--- src/rtl/brc_pkg.sv ---
// Shared types and constants for the bump and boundary recovery block.
// Used by brc_cfg, brc_core and the top level; no dependencies.
package brc_pkg;

	// Default width of the maneuver timer
	localparam int TIMER_BITS_DEF = 16;

	// Input command codes
	localparam logic [1:0] CMD_BUMP = 2'd0;
	localparam logic [1:0] CMD_EDGE = 2'd1;
	localparam logic [1:0] CMD_TICK = 2'd2;

	// Configuration register indexes
	localparam int CFG_ADDR_W = 3;
	localparam int CFG_DATA_W = 16;
	localparam logic [CFG_ADDR_W-1:0] REG_ENABLE_MASK     = 3'd0;
	localparam logic [CFG_ADDR_W-1:0] REG_MAX_ATTEMPTS    = 3'd1;
	localparam logic [CFG_ADDR_W-1:0] REG_BUMP_REVERSE_MS = 3'd2;
	localparam logic [CFG_ADDR_W-1:0] REG_BUMP_ROTATE_MS  = 3'd3;
	localparam logic [CFG_ADDR_W-1:0] REG_EDGE_REVERSE_MS = 3'd4;
	localparam logic [CFG_ADDR_W-1:0] REG_EDGE_ROTATE_MS  = 3'd5;
	localparam logic [CFG_ADDR_W-1:0] REG_BACK_SPEED      = 3'd6;
	localparam logic [CFG_ADDR_W-1:0] REG_TURN_SPEED      = 3'd7;

	// Widths of the packed stream words
	localparam int IN_DATA_W  = 8;
	localparam int IN_USER_W  = 2;
	localparam int OUT_DATA_W = 40;

	// Maneuver phase
	typedef enum logic [1:0] {
		PH_IDLE    = 2'd0,
		PH_REVERSE = 2'd1,
		PH_ROTATE  = 2'd2
	} phase_t;

	// Configuration register file contents
	typedef struct packed {
		logic [1:0]  enable_mask;
		logic [3:0]  max_attempts;
		logic [15:0] bump_reverse_ms;
		logic [15:0] bump_rotate_ms;
		logic [15:0] edge_reverse_ms;
		logic [15:0] edge_rotate_ms;
		logic [14:0] back_speed;
		logic [14:0] turn_speed;
	} cfg_t;

	// One result word
	typedef struct packed {
		logic               source_channel;
		logic               emergency_stop;
		logic signed [15:0] angular_speed;
		logic signed [15:0] linear_speed;
		logic               drive_valid;
	} res_t;

endpackage

--- src/rtl/bump_and_boundary_recovery_fsm.sv ---
// Bump and boundary recovery controller, top level.
// Path from input accept to result accept: input stage, then result register.
// Throughput: one word per cycle while m_tready is high; the input stage and result register each hold one word.
// One result word for every input word; stalls on m_tready propagate to s_tready.
// Reset (arst_n low, asynchronous): both stages empty, state cleared, registers to defaults.
// Depends on brc_pkg, brc_cfg, brc_core.
module bump_and_boundary_recovery_fsm #(
	parameter int TIMER_BITS = brc_pkg::TIMER_BITS_DEF
) (
	input  logic                             clk,
	input  logic                             arst_n,
	// input stream
	input  logic                             s_tvalid,
	output logic                             s_tready,
	input  logic [brc_pkg::IN_DATA_W-1:0]    s_tdata,   // [0] left_flag, [1] right_flag
	input  logic [brc_pkg::IN_USER_W-1:0]    s_tuser,   // [1:0] cmd
	// result stream
	output logic                             m_tvalid,
	input  logic                             m_tready,
	// [0] drive_valid, [16:1] linear_speed, [32:17] angular_speed,
	// [33] emergency_stop, [34] source_channel
	output logic [brc_pkg::OUT_DATA_W-1:0]   m_tdata,
	// configuration
	input  logic                             cfg_we,
	input  logic [brc_pkg::CFG_ADDR_W-1:0]   cfg_addr,
	input  logic [brc_pkg::CFG_DATA_W-1:0]   cfg_wdata
);
	import brc_pkg::*;

	cfg_t cfg;
	res_t res;

	logic       s1_valid_q;
	logic [1:0] cmd_s1;
	logic       left_s1;
	logic       right_s1;
	logic       out_valid_q;
	res_t       out_q;
	logic       adv;
	logic       s_accept;

	brc_cfg u_cfg (
		.clk       (clk),
		.arst_n    (arst_n),
		.cfg_we    (cfg_we),
		.cfg_addr  (cfg_addr),
		.cfg_wdata (cfg_wdata),
		.cfg       (cfg)
	);

	brc_core #(
		.TIMER_BITS (TIMER_BITS)
	) u_core (
		.clk        (clk),
		.arst_n     (arst_n),
		.adv        (adv),
		.cmd        (cmd_s1),
		.left_flag  (left_s1),
		.right_flag (right_s1),
		.cfg        (cfg),
		.res        (res)
	);

	// Handshake: input stage moves on when the result register is free or draining
	assign adv      = s1_valid_q && (!out_valid_q || m_tready);
	assign s_tready = !s1_valid_q || adv;
	assign s_accept = s_tvalid && s_tready;

	// Input stage
	always_ff @(posedge clk or negedge arst_n) begin
		if (!arst_n) begin
			s1_valid_q <= 1'b0;
		end else if (s_accept) begin
			s1_valid_q <= 1'b1;
		end else if (adv) begin
			s1_valid_q <= 1'b0;
		end
	end

	always_ff @(posedge clk) begin
		if (s_accept) begin
			cmd_s1   <= s_tuser[1:0];
			left_s1  <= s_tdata[0];
			right_s1 <= s_tdata[1];
		end
	end

	// Result register
	always_ff @(posedge clk or negedge arst_n) begin
		if (!arst_n) begin
			out_valid_q <= 1'b0;
		end else if (adv) begin
			out_valid_q <= 1'b1;
		end else if (m_tready) begin
			out_valid_q <= 1'b0;
		end
	end

	always_ff @(posedge clk) begin
		if (adv) begin
			out_q <= res;
		end
	end

	assign m_tvalid = out_valid_q;
	assign m_tdata  = {{(OUT_DATA_W - $bits(res_t)){1'b0}}, out_q};

endmodule

--- src/rtl/brc_cfg.sv ---
// Configuration register file for the recovery block.
// Depends on brc_pkg for register indexes and the cfg_t struct.
module brc_cfg (
	input  logic                            clk,
	input  logic                            arst_n,
	input  logic                            cfg_we,
	input  logic [brc_pkg::CFG_ADDR_W-1:0]  cfg_addr,
	input  logic [brc_pkg::CFG_DATA_W-1:0]  cfg_wdata,
	output brc_pkg::cfg_t                   cfg
);
	import brc_pkg::*;

	cfg_t cfg_q;

	// Register writes, one index per write
	always_ff @(posedge clk or negedge arst_n) begin
		if (!arst_n) begin
			cfg_q.enable_mask     <= 2'd3;
			cfg_q.max_attempts    <= 4'd3;
			cfg_q.bump_reverse_ms <= 16'd2000;
			cfg_q.bump_rotate_ms  <= 16'd1000;
			cfg_q.edge_reverse_ms <= 16'd2000;
			cfg_q.edge_rotate_ms  <= 16'd1000;
			cfg_q.back_speed      <= 15'd2048;
			cfg_q.turn_speed      <= 15'd4096;
		end else if (cfg_we) begin
			case (cfg_addr)
				REG_ENABLE_MASK:     cfg_q.enable_mask     <= cfg_wdata[1:0];
				REG_MAX_ATTEMPTS:    cfg_q.max_attempts    <= cfg_wdata[3:0];
				REG_BUMP_REVERSE_MS: cfg_q.bump_reverse_ms <= cfg_wdata;
				REG_BUMP_ROTATE_MS:  cfg_q.bump_rotate_ms  <= cfg_wdata;
				REG_EDGE_REVERSE_MS: cfg_q.edge_reverse_ms <= cfg_wdata;
				REG_EDGE_ROTATE_MS:  cfg_q.edge_rotate_ms  <= cfg_wdata;
				REG_BACK_SPEED:      cfg_q.back_speed      <= cfg_wdata[14:0];
				REG_TURN_SPEED:      cfg_q.turn_speed      <= cfg_wdata[14:0];
				default: ;
			endcase
		end
	end

	assign cfg = cfg_q;

endmodule

--- src/rtl/brc_core.sv ---
// Recovery state machine: channel flags, attempt counters, maneuver timer.
// Computes the result for the word in the input stage; state moves on adv.
// Depends on brc_pkg.
module brc_core #(
	parameter int TIMER_BITS = brc_pkg::TIMER_BITS_DEF
) (
	input  logic           clk,
	input  logic           arst_n,
	input  logic           adv,
	input  logic [1:0]     cmd,
	input  logic           left_flag,
	input  logic           right_flag,
	input  brc_pkg::cfg_t  cfg,
	output brc_pkg::res_t  res
);
	import brc_pkg::*;

	localparam int CW = (TIMER_BITS > 16) ? TIMER_BITS : 16;

	// Saturate a 16-bit duration to the timer range
	function automatic logic [TIMER_BITS-1:0] clamp_time(input logic [15:0] ms);
		logic [CW-1:0] ms_w;
		logic [CW-1:0] max_w;
		ms_w  = CW'(ms);
		max_w = CW'({TIMER_BITS{1'b1}});
		return (ms_w > max_w) ? max_w[TIMER_BITS-1:0] : ms_w[TIMER_BITS-1:0];
	endfunction

	// State registers
	logic                  bump_pending_q, bump_start_left_q, bump_now_left_q, bump_now_right_q;
	logic [3:0]            bump_tries_q;
	logic                  edge_pending_q, edge_start_left_q, edge_out_left_q, edge_out_right_q;
	logic [3:0]            edge_tries_q;
	phase_t                phase_q;
	logic                  active_channel_q;
	logic [TIMER_BITS-1:0] time_left_q;
	logic                  turn_negative_q;

	// Next state
	logic                  bump_pending_d, bump_start_left_d, bump_now_left_d, bump_now_right_d;
	logic [3:0]            bump_tries_d;
	logic                  edge_pending_d, edge_start_left_d, edge_out_left_d, edge_out_right_d;
	logic [3:0]            edge_tries_d;
	phase_t                phase_d;
	logic                  active_channel_d;
	logic [TIMER_BITS-1:0] time_left_d;
	logic                  turn_negative_d;

	// Decisions handed to the output logic
	logic   emit;        // drive command this word
	logic   estop;       // attempts exhausted
	phase_t emit_phase;  // phase the drive command belongs to

	// Next state and decisions
	always_comb begin
		logic       serve;
		logic       sch;
		logic       stuck;
		logic [3:0] tries;
		logic       run;
		logic       fin;

		bump_pending_d    = bump_pending_q;
		bump_start_left_d = bump_start_left_q;
		bump_now_left_d   = bump_now_left_q;
		bump_now_right_d  = bump_now_right_q;
		bump_tries_d      = bump_tries_q;
		edge_pending_d    = edge_pending_q;
		edge_start_left_d = edge_start_left_q;
		edge_out_left_d   = edge_out_left_q;
		edge_out_right_d  = edge_out_right_q;
		edge_tries_d      = edge_tries_q;
		phase_d           = phase_q;
		active_channel_d  = active_channel_q;
		time_left_d       = time_left_q;
		turn_negative_d   = turn_negative_q;
		emit       = 1'b0;
		estop      = 1'b0;
		emit_phase = phase_q;
		serve = 1'b0;
		sch   = 1'b0;
		stuck = 1'b0;
		tries = 4'd0;
		run   = 1'b0;
		fin   = 1'b0;

		case (cmd)
			CMD_BUMP: begin
				if (!bump_pending_q && (left_flag || right_flag)) begin
					bump_pending_d    = 1'b1;
					bump_start_left_d = left_flag;
				end
				bump_now_left_d  = left_flag;
				bump_now_right_d = right_flag;
			end
			CMD_EDGE: begin
				// perimeter flags report inside; latch on outside
				if (!edge_pending_q && (!left_flag || !right_flag)) begin
					edge_pending_d    = 1'b1;
					edge_start_left_d = !left_flag;
				end
				edge_out_left_d  = !left_flag;
				edge_out_right_d = !right_flag;
			end
			CMD_TICK: begin
				if (phase_q == PH_REVERSE || phase_q == PH_ROTATE) begin
					run = 1'b1;
				end else begin
					phase_d = PH_IDLE;
					// bumper channel has priority
					if (cfg.enable_mask[0] && bump_pending_q) begin
						serve = 1'b1;
						sch   = 1'b0;
					end else if (cfg.enable_mask[1] && edge_pending_q) begin
						serve = 1'b1;
						sch   = 1'b1;
					end
					if (serve) begin
						active_channel_d = sch;
						stuck = sch ? (edge_out_left_q || edge_out_right_q)
						            : (bump_now_left_q || bump_now_right_q);
						tries = sch ? edge_tries_q : bump_tries_q;
						if (stuck && (tries >= cfg.max_attempts)) begin
							estop = 1'b1;
						end else if (stuck) begin
							phase_d     = PH_REVERSE;
							time_left_d = clamp_time(sch ? cfg.edge_reverse_ms
							                             : cfg.bump_reverse_ms);
							run = 1'b1;
						end else begin
							phase_d         = PH_ROTATE;
							turn_negative_d = sch ? edge_start_left_q : bump_start_left_q;
							time_left_d     = clamp_time(sch ? cfg.edge_rotate_ms
							                                 : cfg.bump_rotate_ms);
							run = 1'b1;
						end
					end
				end

				// One timer step; zero duration completes without driving
				if (run) begin
					emit_phase = phase_d;
					if (time_left_d == '0) begin
						fin = 1'b1;
					end else begin
						emit        = 1'b1;
						time_left_d = time_left_d - TIMER_BITS'(1);
						fin         = (time_left_d == '0);
					end
				end

				// Completion: count an attempt or clear the channel
				if (fin) begin
					if (phase_d == PH_REVERSE) begin
						if (!active_channel_d)
							bump_tries_d = bump_tries_q + 4'd1;
						else
							edge_tries_d = edge_tries_q + 4'd1;
					end else if (phase_d == PH_ROTATE) begin
						if (!active_channel_d) begin
							bump_tries_d      = 4'd0;
							bump_pending_d    = 1'b0;
							bump_start_left_d = 1'b0;
						end else begin
							edge_tries_d      = 4'd0;
							edge_pending_d    = 1'b0;
							edge_start_left_d = 1'b0;
						end
					end
					phase_d     = PH_IDLE;
					time_left_d = '0;
				end
			end
			default: ;
		endcase
	end

	// Result word
	always_comb begin
		res = '0;
		if (emit) begin
			res.drive_valid    = 1'b1;
			res.source_channel = active_channel_d;
			if (emit_phase == PH_REVERSE)
				res.linear_speed = 16'd0 - {1'b0, cfg.back_speed};
			else
				res.angular_speed = turn_negative_d ? (16'd0 - {1'b0, cfg.turn_speed})
				                                    : {1'b0, cfg.turn_speed};
		end else if (estop) begin
			res.drive_valid    = 1'b1;
			res.emergency_stop = 1'b1;
			res.source_channel = active_channel_d;
		end
	end

	// State update when the word moves to the result register
	always_ff @(posedge clk or negedge arst_n) begin
		if (!arst_n) begin
			bump_pending_q    <= 1'b0;
			bump_start_left_q <= 1'b0;
			bump_now_left_q   <= 1'b0;
			bump_now_right_q  <= 1'b0;
			bump_tries_q      <= 4'd0;
			edge_pending_q    <= 1'b0;
			edge_start_left_q <= 1'b0;
			edge_out_left_q   <= 1'b0;
			edge_out_right_q  <= 1'b0;
			edge_tries_q      <= 4'd0;
			phase_q           <= PH_IDLE;
			active_channel_q  <= 1'b0;
			time_left_q       <= '0;
			turn_negative_q   <= 1'b0;
		end else if (adv) begin
			bump_pending_q    <= bump_pending_d;
			bump_start_left_q <= bump_start_left_d;
			bump_now_left_q   <= bump_now_left_d;
			bump_now_right_q  <= bump_now_right_d;
			bump_tries_q      <= bump_tries_d;
			edge_pending_q    <= edge_pending_d;
			edge_start_left_q <= edge_start_left_d;
			edge_out_left_q   <= edge_out_left_d;
			edge_out_right_q  <= edge_out_right_d;
			edge_tries_q      <= edge_tries_d;
			phase_q           <= phase_d;
			active_channel_q  <= active_channel_d;
			time_left_q       <= time_left_d;
			turn_negative_q   <= turn_negative_d;
		end
	end

endmodule
--- config.mk ---
export PLATFORM = sky130hd
export DESIGN_NAME = bump_and_boundary_recovery_fsm
export DESIGN_NICKNAME = d
export VERILOG_FILES = /design/src/rtl/brc_pkg.sv /design/src/rtl/bump_and_boundary_recovery_fsm.sv /design/src/rtl/brc_cfg.sv /design/src/rtl/brc_core.sv
export SDC_FILE = /design/constraint.sdc
export NUM_CORES = 1
export LEC_CHECK = 0
export BUFFER_PORTS_ARGS = -buffer_cell sky130_fd_sc_hd__clkbuf_2
export CORE_MARGIN = 1.5
export CORE_UTILIZATION = 65
export DETAILED_ROUTE_END_ITERATION = 16
export PLACE_DENSITY_LB_ADDON = 0.05
export SLEW_MARGIN = 10
export SYNTH_ARGS = -nofsm -noshare
export SYNTH_HDL_FRONTEND = slang
export SYNTH_SLANG_ARGS = --single-unit
--- constraint.sdc ---
create_clock -name clk -period 9.4 [get_ports clk]
set_input_delay 0.94 -clock clk [delete_from_list [all_inputs] [get_ports clk]]
set_output_delay 0.94 -clock clk [all_outputs]
set_load 0.01 [all_outputs]
# == Word level (Yosys, flattened, before mapping) ==
# Cells that the tools add are included.
# word_totals
wordCells,197
ff_bits,177
out_inout_bits,42
# op_classes
add_sub_neg,5
n_reduce_logical,47
magnitude_cmp,3
n_eq_ne,21
bitwise,3
muxes,85
# ops
operator,count
$mux W16,12
$mux W1,50
$mux W4,9
$gt A16 B16 Y1 const B,2
$logic_not A16 Y1,2
$sub A1 B15 Y16 const A,2
$reduce_and A2 Y1,12
$mux W2,9
$sub A16 B1 Y16 const B,1
$mux W15,1
$reduce_and A7 Y1,2
$eq A3 B3 Y1 const B,4
$ne A2 B1 Y1 const B,5
$reduce_and A5 Y1,2
$reduce_bool A2 Y1,5
$add A4 B1 Y4 const B,2
$eq A2 B1 Y1 const B,4
$pmux W1 S2,4
$logic_and A1 B1 Y1,7
$logic_or A1 B1 Y1,7
$eq A2 B2 Y1 const B,3
$eq A3 B2 Y1 const B,2
$logic_not A1 Y1,6
$ge A4 B4 Y1,1
7 further kinds,10

# == Logic depth before layout (Yosys ltp) ==
# Gate-level depths: netlist (run 1).
# logic_depth
ltp_word,20
mapped_depth,23
mapped_depth_nobuf,18

# == Modules after synthesis ==
# From an unflattened synthesis (run 1), not the netlist that was laid out.
# unflattened
hier_cells,816
area_unflattened_um2,9495.4
# by_module_without_submodules
mod,instances,seq_area_each_um2,cells_per_inst,area_per_inst_um2
brc_core,1,900.9,543,4187.8
brc_cfg,1,2539.9,220,3991.3
bump_and_boundary_recovery_fsm,1,1221.2,53,1316.3

# == Worst setup path before layout (run 1) ==
# OpenSTA, ideal clock, no wires.
# synth_timing
path_kind,register to register
from,register u_cfg.cfg_q (netlist bit u_cfg.cfg[98])
to,register u_core.bump_tries_q[0]
path_slack_ps,4142
stages_incl_launch_ff,21
arrival_time_ps,5130
path_buffers,4
t_required_ps,9273
setup_ps,127
path_cell_list,dfstp_2 nand2_1 nand2_1 buf_2 buf_2 buf_2 buf_2 mux2i_1 ha_1 nand2b_4 a2111oi_4 or2_2 o21ai_2 a221oi_2 ha_1 xnor2_1 nor4_1 o21ai_1 o41a_1 or4_4 mux2_1
# synth_between
elab_chain_len,18
elab_cells_between_ends,46
# synth_lines
item,line_no,rtl
start: declaration,brc_cfg.sv:13,cfg_t cfg_q;
$logic_and A1 B1 Y1 *,brc_core.sv:111,if (cfg.enable_mask[0] && bump_pending_q) begin
$mux W1,brc_core.sv:111,
$mux W1,brc_core.sv:106,if (phase_q == PH_REVERSE || phase_q == PH_ROTATE) begin
$mux W1,brc_core.sv:87,case (cmd)
"$mux W16, on equally long branches","brc_core.sv:133, brc_core.sv:127",
$gt A16 B16 Y1,brc_core.sv:26,return (ms_w > max_w) ? max_w[TIMER_BITS-1:0] : ms_w[TIMER_BITS-1:0];
$mux W16,brc_core.sv:26,
$mux W16,brc_core.sv:125,end else if (stuck) begin
(+2 left out),n/a,
$mux W16,brc_core.sv:106,
$mux W16,brc_core.sv:87,
$sub A16 B1 Y16,brc_core.sv:147,time_left_d = time_left_d - TIMER_BITS'(1);
$logic_not A16 Y1,brc_core.sv:148,fin = (time_left_d == '0);
$mux W1,brc_core.sv:143,if (time_left_d == '0) begin
$mux W1,brc_core.sv:141,if (run) begin
$mux W1,brc_core.sv:87,
$reduce_and A5 Y1 (no source line),n/a,
end signal: assignment,brc_core.sv:218,bump_tries_q <= bump_tries_d;
end: declaration,brc_core.sv:31,logic [3:0] bump_tries_q;
# Mark *: on every way between the ends. The rest lies on a longest branch, timed or not. The select of a mux whose other input is x is not followed.
# A chain may end at the register's enable or synchronous reset.

# == Worst setup path in the final report (run 1) ==
# layout_timing
from,register u_cfg.cfg_q (netlist bit u_cfg.cfg[99])
to,register u_core.bump_tries_q[0]
# layout_between
elab_chain_len,19
elab_cells_between_ends,47
# layout_lines
item,line_no,rtl
$logic_and A1 B1 Y1 *,brc_core.sv:114,end else if (cfg.enable_mask[1] && edge_pending_q) begin
$mux W1 *,brc_core.sv:114,
$mux W1,brc_core.sv:111,
$mux W1,brc_core.sv:106,
$mux W1,brc_core.sv:87,
"$mux W16, on equally long branches","brc_core.sv:133, brc_core.sv:127",
$gt A16 B16 Y1,brc_core.sv:26,
$mux W16,brc_core.sv:26,
(+3 left out),n/a,
$mux W16,brc_core.sv:106,
$mux W16,brc_core.sv:87,
$sub A16 B1 Y16,brc_core.sv:147,
$logic_not A16 Y1,brc_core.sv:148,
$mux W1,brc_core.sv:143,
$mux W1,brc_core.sv:141,
$mux W1,brc_core.sv:87,
$reduce_and A5 Y1 (no source line),n/a,
# Marks and branches as above.

==> impl_metrics.py, run 1 <==
metrics = {
    "run_status": {
        "status": "complete, no violations",
    },
    "floorplan": {
        "die_area_sq_mm": 0.0148,
        "io_pins": 76,
        "coreArea_sq_mm": 0.0138,
        "core.rowCount": 43,
        "die_h_um": 122,
        "die_x_um": 122,
        "start_util_pct": 66.1,
    },
    "logic_synthesis": {
        "synth-main-ff-cell": "dfrtp_1",
        "synth-seq-area-share_pct": 51.0,
        "synth.area.mux_share_pct": 14.3,
        "synthArstFlopShare_pct": 78.0,
        "synth.distinct_cells": 61,
        "netlist_top_cells_area": "dfrtp_1 (30%), edfxtp_1 (13%), mux2_2 (13%)",
        "synth-xor-area-share_pct": 3.93,
        "synth_compound_area_share_pct": 10.3,
        "synth_top_cell_area_share_pct": 29.6,
        "synthTopCellsByCount": "dfrtp_1 (108), mux2_2 (102), nand2_1 (101), nor2_1 (59)",
        "synthAdderAreaFrac_pct": 1.78,
        "avgSynthCellArea_sq_um": 10.7,
        "synthMostInstantiatedCell": "dfrtp_1",
        "synth_top_family_by_area": "simple AND/OR/NAND/NOR gates",
        "synth_area_leader_cell": "dfrtp_1",
        "synth_edf_count": 39,
        "syn_inst": 851,
        "synth-simple-area-share_pct": 15.9,
        "synth-seq-cells": 177,
        "netlist_area_sq_mm": 0.00914,
        "ys.warnings.count": 0,
    },
    "sta": {
        "fin_setup_tns_ps": 0,
        "finalSetupViolations": 0,
        "finClkSkew_ps": 7.32,
        "tightestPinTransition_ps": 1090,
        "setup_slack_ps": 3560,
        "worst_slew_margin_rel_pct": 26.5,
        "slew_viol_final": 0,
        "hold_viol": 0,
        "finalCritPeriodShare_pct": 62.2,
        "rsz0062_at_grt": "false",
        "whs_ps": 484,
        "fin_crit_ps": 5840,
        "fmax_ghz": 0.171,
    },
    "grt": {
        "grt_max_degree": 74,
        "grt.busiest_layer": "met2",
        "antenna_found_initial": 0,
        "grt_pass1_vias": 6763,
        "grt_use_total_pct": 31.0,
        "overflow": 0,
        "grt_use_met3_pct": 5.10,
        "grt_pass1_wl_um": 35000,
        "grt_use_met2_pct": 51.0,
        "use_met1_pct": 41.5,
    },
    "cts": {
        "path_clk_slew_ps": 70,
        "numCtsBuffers": 17,
        "ctsResizeCount": 0,
        "cts_setup_buffers": 0,
        "clock_sinks": 177,
        "clk_path_buf_depth": 2,
        "cts_hold_buf": 0,
        "clkLatencyLatePin_ps": 430,
        "cts_tree": "done",
        "clockRootBuffer": "clkbuf_16",
        "htreeDepth": 4,
    },
    "finish": {
        "regArea_sq_mm": 0.00466,
        "multi_input_area_sq_mm": 0.00425,
        "antenna_cells": 0,
        "syn_to_final_growth_pct": 11.1,
        "drive_above_1_share_pct": 27.6,
        "fillers": 983,
        "nets": 952,
        "fin_util_pct": 73.4,
    },
    "place": {
        "portBuffers": 64,
        "post-place-ws_ps": 3650,
        "gp_congestion": 0.896,
        "dp_hpwl_um": 14900,
    },
    "drt": {
        "vias_per_cell": 6.30,
        "ant_nets": 0,
        "vias": 6917,
        "drc": 0,
        "firstDrtPassIters": 6,
        "drt_wl_total_um": 21500,
        "first_iter_violations": 639,
        "wl_per_cell_um": 19.6,
    },
    "worst_setup_path": {
        "criticalPathCategory": "register to register",
        "worstPathArrival_ps": 6160,
        "cp.required_ps": 9720,
        "critPathCaptureType": "register",
        "cp_max_fo": 33,
        "cp-start-kind": "register",
    },
    "worst_hold_path": {
        "min-delay-path-class": "register to register",
    },
    "power_and_ir_drop": {
        "cellLeakagePower_nw": 4.22,
        "ir_worst_vdd_mv": 0.183,
        "p_per_area_mw_per_mm2": 292,
    },
    "run": {
        "max_cap_violations": 0,
    },
}
-- final timing paths --
check	from	end	slack, ps	cells after the start
max	u_cfg.cfg[99]$_DFFE_PN1P_	u_core.bump_tries_q[0]$_DFFE_PN0P_	3560	18
min	u_core.edge_out_right_q$_DFFE_PN0P_	u_core.edge_out_right_q$_DFFE_PN0P_	480	2
max reg2reg	u_cfg.cfg[99]$_DFFE_PN1P_	u_core.bump_tries_q[0]$_DFFE_PN0P_	3560	18
min reg2reg	u_core.edge_out_right_q$_DFFE_PN0P_	u_core.edge_out_right_q$_DFFE_PN0P_	480	2
max in group asynchronous	arst_n	u_core.edge_start_left_q$_DFFE_PN0P_	7360	2
min in group asynchronous	arst_n	u_cfg.cfg[28]$_DFFE_PN0P_	600	1
-- logic make-up after synthesis --
group           count (synthesis)
xor+xnor                       41
buf+inv                        59
other cells                     1
compound gates                142
simple gates                  300
fa+ha+maj                      13
mux                           118
flops                         177
-- metrics by stage --
stage               instances  total power [W]  area, sq um
global route             1098          0.00314        10200
finish                   1098          0.00297        10200
CTS                      1098          0.00295        10200
global placement         1066          0.00222         9600
detailed placement       1066          0.00227         9600
floorplan                 855          0.00195         9160
-- critical path, stage by stage, from the launching register on --
cell	delay, ps
dfstp_2	560
and2_1	210
and2_1	190
buf_4	370
nand2_1	110
nand2_1	110
ha_1	220
o21a_1	140
nor2_1	70
or2_2	310
o21ai_2	770
a221oi_2	260
ha_1	370
xnor2_1	160
nor4_1	280
o21ai_1	120
o41a_1	630
or4_4	530
mux2_1	320
-- power by group --
part           switching (W)  leakage [nW]  internal, W
combinational       0.000733          1.94     0.000441
clock               0.000301         0.267     0.000373
sequential          0.000139          2.01     0.000980
total                0.00117          4.22      0.00179
-- routing by layer --
| metal | part of all wire (%) | vias to the layer above |
|---|---|---|
| met4 | 2.5 | 0 |
| met5 | 0 | - |
| met3 | 5.7 | 47 |
| met2 | 49 | 267 |
| met1 | 42 | 3434 |
| li1 | - | 3169 |
-- layout make-up --
| cell class | count | share of cell area, % |
|---|---|---|
| Clock buffer | 20 | 4.40 |
| Clock inverter | 12 | 1.05 |
| Inverter | 16 | 0.592 |
| Multi-Input combinational cell | 619 | 41.9 |
| Sequential cell | 177 | 45.9 |
| Tap cell | 180 | 2.22 |
| Timing Repair Buffer | 74 | 3.92 |
-- flip-flops by register name (all words and copies together) (netlist names), 2 cells and up --
signal,flops
u_core.edge_tries_q,4
u_core.bump_tries_q,4
u_core.time_left_q,16
m_tdata,35
u_cfg.cfg,100
u_core.phase_q,2
cmd_s1,2
-- cell usage in the layout, fill, tap and decap left out, types with 7 or more instances in the layout --
cell / count
mux2i_1: 15
nor4_1: 10
inv_1: 16
edfxtp_1: 39
o211ai_1: 11
nor2b_1: 7
dfstp_2: 30
clkbuf_2: 63
xnor2_1: 15
nor2_1: 59
a211oi_1: 10
o21ai_0: 44
mux2_2: 102
dfrtp_1: 108
ha_1: 13
nand2b_1: 11
o31ai_1: 9
nor3_1: 20
nand3_1: 44
xor2_1: 26
a21oi_1: 32
buf_4: 11
clkbuf_16: 17
nand2_1: 101
No activity file was read; power rests on OpenSTA's default activity.
==> run 2, diff against run 1 <==
CORE_UTILIZATION = 54   (was 65)
clock period = 5.1 ns   (was 9.4 ns; I/O delays follow)
==> run 2 against run 1 <==
Fmax grew 22%. Clock power grew 100%. Setup slack lost 3300 ps. Core utilization shrank 10 points. Global-route usage shrank 5.3 points. Wire length grew 1.1%. Sequential power grew 84%. Total power grew 97%.
==> impl_metrics.py, run 2 (same netlist as run 1, synthesis figures left out) <==
metrics = {
    "finish": {
        "most-common-layout-cells": "dfrtp_1 (108), mux2_2 (102), nand2_1 (99)",
        "antenna_cells": 0,
        "drive_above_1_share_pct": 30.5,
        "layout_commonest_cell": "dfrtp_1",
        "largest_reg_flops": 100,
        "syn_to_final_growth_pct": 14.8,
        "nets": 974,
        "fin_util_pct": 63.3,
        "fillers": 1383,
        "final_area_sq_mm": 0.0105,
    },
    "sta": {
        "slew_viol_final": 0,
        "finalCritPeriodShare_pct": 94.2,
        "finalSetupViolations": 0,
        "tightestPinTransition_ps": 1120,
        "whs_ps": 247,
        "worst_slew_margin_rel_pct": 25.4,
        "fmax_ghz": 0.208,
        "fin_crit_ps": 4810,
        "rsz0062_at_grt": "false",
        "hold_viol": 0,
        "fin_setup_tns_ps": 0,
        "finClkSkew_ps": 13.6,
    },
    "power_and_ir_drop": {
        "clockPowerShare_pct": 23.5,
        "seqPwrFrac_pct": 35.3,
        "combPwrFrac_pct": 41.2,
        "ir_worst_vdd_mv": 0.301,
        "cellLeakagePower_nw": 4.36,
        "power.total_w": 0.00584,
        "power.net_switching_w": 0.00223,
        "intPower_w": 0.00361,
        "p_per_area_mw_per_mm2": 557,
        "switching_share_pct": 38.3,
    },
    "grt": {
        "grt_pass1_vias": 6763,
        "grt_use_met3_pct": 4.57,
        "grt_use_met2_pct": 43.4,
        "antenna_found_initial": 0,
        "overflow": 0,
        "use_met1_pct": 33.4,
        "grt_use_total_pct": 25.7,
        "grt.busiest_layer": "met2",
        "grt_max_degree": 87,
        "grt_pass1_wl_um": 35400,
    },
    "place": {
        "dp_hpwl_um": 15200,
        "gp_congestion": 0.931,
        "dpl_cell_area_sq_mm": 0.00977,
        "portBuffers": 64,
    },
    "worst_hold_path": {
        "hold-path-endpoint": "cmd_s1[0]$_DFFE_PP_",
        "min-delay-path-class": "input port to register",
        "worstHoldStart": "s_tuser[0]",
        "hold_depth": 1,
    },
    "drt": {
        "vias_per_cell": 5.88,
        "ant_nets": 0,
        "drt_wl_total_um": 21700,
        "firstDrtPassIters": 6,
        "wl_per_cell_um": 18.7,
        "first_iter_violations": 411,
        "drc": 0,
        "vias": 6817,
    },
    "cts": {
        "clock_sinks": 177,
        "clockRootBuffer": "clkbuf_16",
        "clk_path_buf_depth": 2,
        "htreeDepth": 4,
        "cts_tree": "done",
        "clkLatencyLatePin_ps": 440,
        "path_clk_slew_ps": 70,
        "numCtsBuffers": 17,
    },
    "worst_setup_path": {
        "r2r_start": "u_cfg.cfg[99]$_DFFE_PN1P_",
        "cp_max_fo": 5,
        "criticalPathCategory": "register to register",
        "cp-start-kind": "register",
        "cp.required_ps": 5420,
        "critPathCaptureType": "register",
        "r2r-end": "u_core.bump_tries_q[0]$_DFFE_PN0P_",
        "reg2regPathDepth": 17,
        "worstPathArrival_ps": 5120,
        "rrSetupSlack_ps": 290,
    },
    "floorplan": {
        "coreArea_sq_mm": 0.0166,
        "core.rowCount": 47,
        "start_util_pct": 55.1,
        "die_x_um": 133,
        "die_h_um": 133,
        "die_area_sq_mm": 0.0177,
        "io_pins": 76,
    },
    "run": {
        "max_cap_violations": 0,
    },
    "run_status": {
        "status": "complete, no violations",
    },
}
-- run 2: cell count changes in the layout (fill, tap and decap cells not counted), sizes merged --
cell      before  now
clkinv         5    6
clkinvlp       2    0
bufinv         1    3
clkbuf        83   81
inv           20   21
buf           11   33
-- run 2: worst max-delay path by stage --
stage          slack, ps                 startpoint  cells after the start                            endpoint
2_1_floorplan         40  u_cfg.cfg[98]$_DFFE_PN1P_                     20  u_core.bump_tries_q[0]$_DFFE_PN0P_
3_5_place_dp         140  u_cfg.cfg[98]$_DFFE_PN1P_                     16  u_core.bump_tries_q[0]$_DFFE_PN0P_
4_1_cts               90  u_cfg.cfg[98]$_DFFE_PN1P_                     16  u_core.bump_tries_q[0]$_DFFE_PN0P_
6_report             290  u_cfg.cfg[99]$_DFFE_PN1P_                     17  u_core.bump_tries_q[0]$_DFFE_PN0P_
3_3_place_gp         240  u_cfg.cfg[98]$_DFFE_PN1P_                     16  u_core.bump_tries_q[0]$_DFFE_PN0P_
5_1_grt               30  u_cfg.cfg[98]$_DFFE_PN1P_                     17  u_core.bump_tries_q[0]$_DFFE_PN0P_
-- run 2: worst max-delay path, stage by stage (launching register included) --
cell	delay [ps]
dfstp_2	550
and2_2	190
nand2_2	100
mux2i_2	230
ha_1	270
nand2b_4	150
a2111oi_4	370
buf_4	190
nor2_2	60
a21oi_4	140
buf_4	180
o221ai_2	130
or4_4	610
nor3_2	210
xnor2_1	80
o41a_1	440
or4_4	470
mux2_1	330
-- run 2: per-layer routing --
| layer | routed length [um] | vias up |
|---|---|---|
| met5 | 0 | - |
| met4 | 427 | 0 |
| met3 | 1010 | 30 |
| met2 | 10700 | 187 |
| met1 | 9610 | 3387 |
| li1 | - | 3213 |
-- run 2: power groups by stage --
stage	logic (W)	clock network (W)	registers (W)
floorplan	0.00160	0	0.00202
global placement	0.00219	0	0.00206
detailed placement	0.00224	0	0.00207
CTS	0.00225	0.00139	0.00205
global route	0.00264	0.00145	0.00210
finish	0.00241	0.00137	0.00206
-- run 2: final cells by class --
type	instances	area, sq um	share of cell area [%]
clock buffers	18	439	4.18
clock inverters	14	178	1.69
inverters	16	60.1	0.572
multi-input cells	619	4320	41.1
flip-flops and latches	177	4660	44.4
well taps	220	275	2.62
repair buffers	96	564	5.38
-- run 2: what timing repair did --
| action | in CTS | in global routing |
|---|---|---|
| gates resized for setup | 0 | 10 |
| setup endpoints to repair | 0 | 39 |
| endpoints found under the hold margin | 0 | 0 |
| hold buffers | 0 | 0 |
| buffers inserted | 0 | 8 |
-- run 2: through the flow --
| step | std cells | setup slack [ps] |
|---|---|---|
| 4_1_cts | 1151 | 88.4 |
| 5_1_grt | 1160 | 27.5 |
| 3_3_place_gp | 1119 | 237 |
| 6_report | 1160 | 295 |
| 2_1_floorplan | 855 | 38.2 |
| 3_5_place_dp | 1119 | 139 |
==> run 3, diff against run 2 <==
CORE_UTILIZATION = 56   (was 54)
CTS_BUF_LIST = sky130_fd_sc_hd__clkbuf_4   (was default)
==> run 3 against run 2 <==
First-iteration DRC count is 1.2% higher. Highest routed layer unchanged. Largest power group unchanged. Register-to-register slack worse by 110 ps. Largest cell class unchanged. Flip-flop and latch count stayed put.
==> impl_metrics.py, run 3 (same netlist as run 1, synthesis figures left out) <==
metrics = {
    "worst_setup_path": {
        "cp_max_fo": 6,
        "rrSetupSlack_ps": 190,
        "cp-endpoint": "u_core.bump_tries_q[0]$_DFFE_PN0P_",
        "r2r_start": "u_cfg.cfg[99]$_DFFE_PN1P_",
        "crit_path_start": "u_cfg.cfg[99]$_DFFE_PN1P_",
        "reg2regPathDepth": 16,
        "r2r-end": "u_core.bump_tries_q[0]$_DFFE_PN0P_",
        "cp-start-kind": "register",
        "worstPathArrival_ps": 5400,
        "cp.required_ps": 5580,
        "critPathCaptureType": "register",
        "criticalPathCategory": "register to register",
    },
    "cts": {
        "clock_sinks": 177,
        "clk_path_buf_depth": 2,
        "numCtsBuffers": 17,
        "clockRootBuffer": "clkbuf_4",
        "path_clk_slew_ps": 160,
        "htreeDepth": 4,
        "clkLatencyLatePin_ps": 590,
        "cts_tree": "done",
        "cts_hold_buf": 0,
    },
    "sta": {
        "fin_setup_tns_ps": 0,
        "finalSetupViolations": 0,
        "finClkSkew_ps": 22.5,
        "fin_crit_ps": 4910,
        "worst_slew_margin_rel_pct": 27.9,
        "rsz0062_at_grt": "false",
        "slew_viol_final": 0,
        "hold_viol": 0,
        "finalCritPeriodShare_pct": 96.4,
        "tightestPinTransition_ps": 1080,
        "fmax_ghz": 0.203,
    },
    "power_and_ir_drop": {
        "cellLeakagePower_nw": 4.22,
        "power.total_w": 0.00526,
        "ir_worst_vdd_mv": 0.295,
        "p_per_area_mw_per_mm2": 517,
    },
    "worst_hold_path": {
        "min-delay-path-class": "input port to async pin",
    },
    "finish": {
        "antenna_cells": 0,
        "nets": 970,
        "fin_util_pct": 63.8,
        "fillers": 1308,
        "instances_no_fill": 1152,
        "largest_reg_flops": 100,
        "most-common-layout-cells": "dfrtp_1 (108), mux2_2 (102), nand2_1 (100)",
        "syn_to_final_growth_pct": 11.3,
        "drive_above_1_share_pct": 30.7,
        "layout_commonest_cell": "dfrtp_1",
    },
    "floorplan": {
        "io_pins": 76,
        "start_util_pct": 57.3,
        "die_h_um": 131,
        "core.rowCount": 46,
        "coreArea_sq_mm": 0.0159,
        "die_area_sq_mm": 0.0171,
        "die_x_um": 131,
    },
    "grt": {
        "grt_use_total_pct": 25.9,
        "grt_pass1_vias": 6430,
        "antenna_found_initial": 0,
        "grt_max_degree": 73,
        "overflow": 0,
        "grt_pass1_wl_um": 33500,
    },
    "drt": {
        "ant_nets": 0,
        "vias": 6822,
        "first_iter_violations": 416,
        "vias_per_cell": 5.92,
        "firstDrtPassIters": 5,
        "drc": 0,
        "drt_wl_total_um": 21000,
        "wl_per_cell_um": 18.3,
    },
    "place": {
        "portBuffers": 64,
        "dp_hpwl_um": 15300,
        "gp_congestion": 1.00,
        "dpl.cell_count": 1119,
    },
    "run": {
        "max_cap_violations": 0,
    },
    "run_status": {
        "status": "complete, no violations",
    },
}
[run 3: cell count changes in the layout (fill, tap and decap cells not counted), sizes merged]
cell / change
inv: +3
clkbuf: -1
bufinv: -1
clkinv: -1
buf: -4
[run 3: repair_timing]
item / 4_1_cts / 5_1_grt
resized for setup: 0 / 10
setup endpoints to repair: 0 / 6
setup buffers: 0 / 1
[run 3: how the worst min path moves through the flow]
stage / from / to / slack, ps / cells past startpoint
detailed placement: u_core.time_left_q[14]$_DFFE_PN0P_ / u_core.time_left_q[14]$_DFFE_PN0P_ / 480 / 2
global route: s_tuser[1] / cmd_s1[1]$_DFFE_PP_ / 50 / 1
CTS: arst_n / s1_valid_q$_DFFE_PN0P_ / 60 / 1
floorplan: arst_n / m_tvalid$_DFFE_PN0P_ / 210 / 0
global placement: u_core.time_left_q[14]$_DFFE_PN0P_ / u_core.time_left_q[14]$_DFFE_PN0P_ / 460 / 2
finish: arst_n / s1_valid_q$_DFFE_PN0P_ / 50 / 1
[run 3: layer usage]
layer	wire, um	global-route usage [%]
met3	996	4.80
met2	10100	42.5
met5	0	0
met1	9600	35.5
met4	324	7.05
[run 3: worst max-delay path, stage by stage, from the launching register on]
cell	delay, ps
dfstp_2	570
and2_1	220
nand2_2	120
mux2i_2	260
ha_1	280
nand2b_4	150
a2111oi_4	420
nor2_2	130
a21oi_4	280
mux2i_4	320
ha_2	280
xnor2_1	100
nor4_1	330
o21ai_1	130
o41a_1	450
or4_4	460
mux2_1	320
[run 3: stage by stage]
stage	worst slack [ps]	instance area, sq um	hold WS (ps)
after floorplan	38.2	9190	214
after global placement	192	9800	463
after detailed placement	102	9800	476
after CTS	78.5	10100	58.0
after global routing	14.6	10200	48.8
final	186	10200	47.0
[run 3: report_power, final]
part	internal, W	switching, W	total, W	leakage [nW]
sequential	0.00180	0.000250	0.00205	2.01
combinational	0.000969	0.00137	0.00234	2.03
clock	0.000316	0.000551	0.000868	0.172
[run 3: cell type report]
cell class / instances / area (sq um) / share of cell area [%]
inverters: 16 / 60.1 / 0.590
well taps: 216 / 270 / 2.66
repair buffers: 92 / 537 / 5.28
multi-input cells: 619 / 4330 / 42.5
clock buffers: 17 / 128 / 1.25
clock inverters: 15 / 191 / 1.88
flip-flops and latches: 177 / 4660 / 45.8
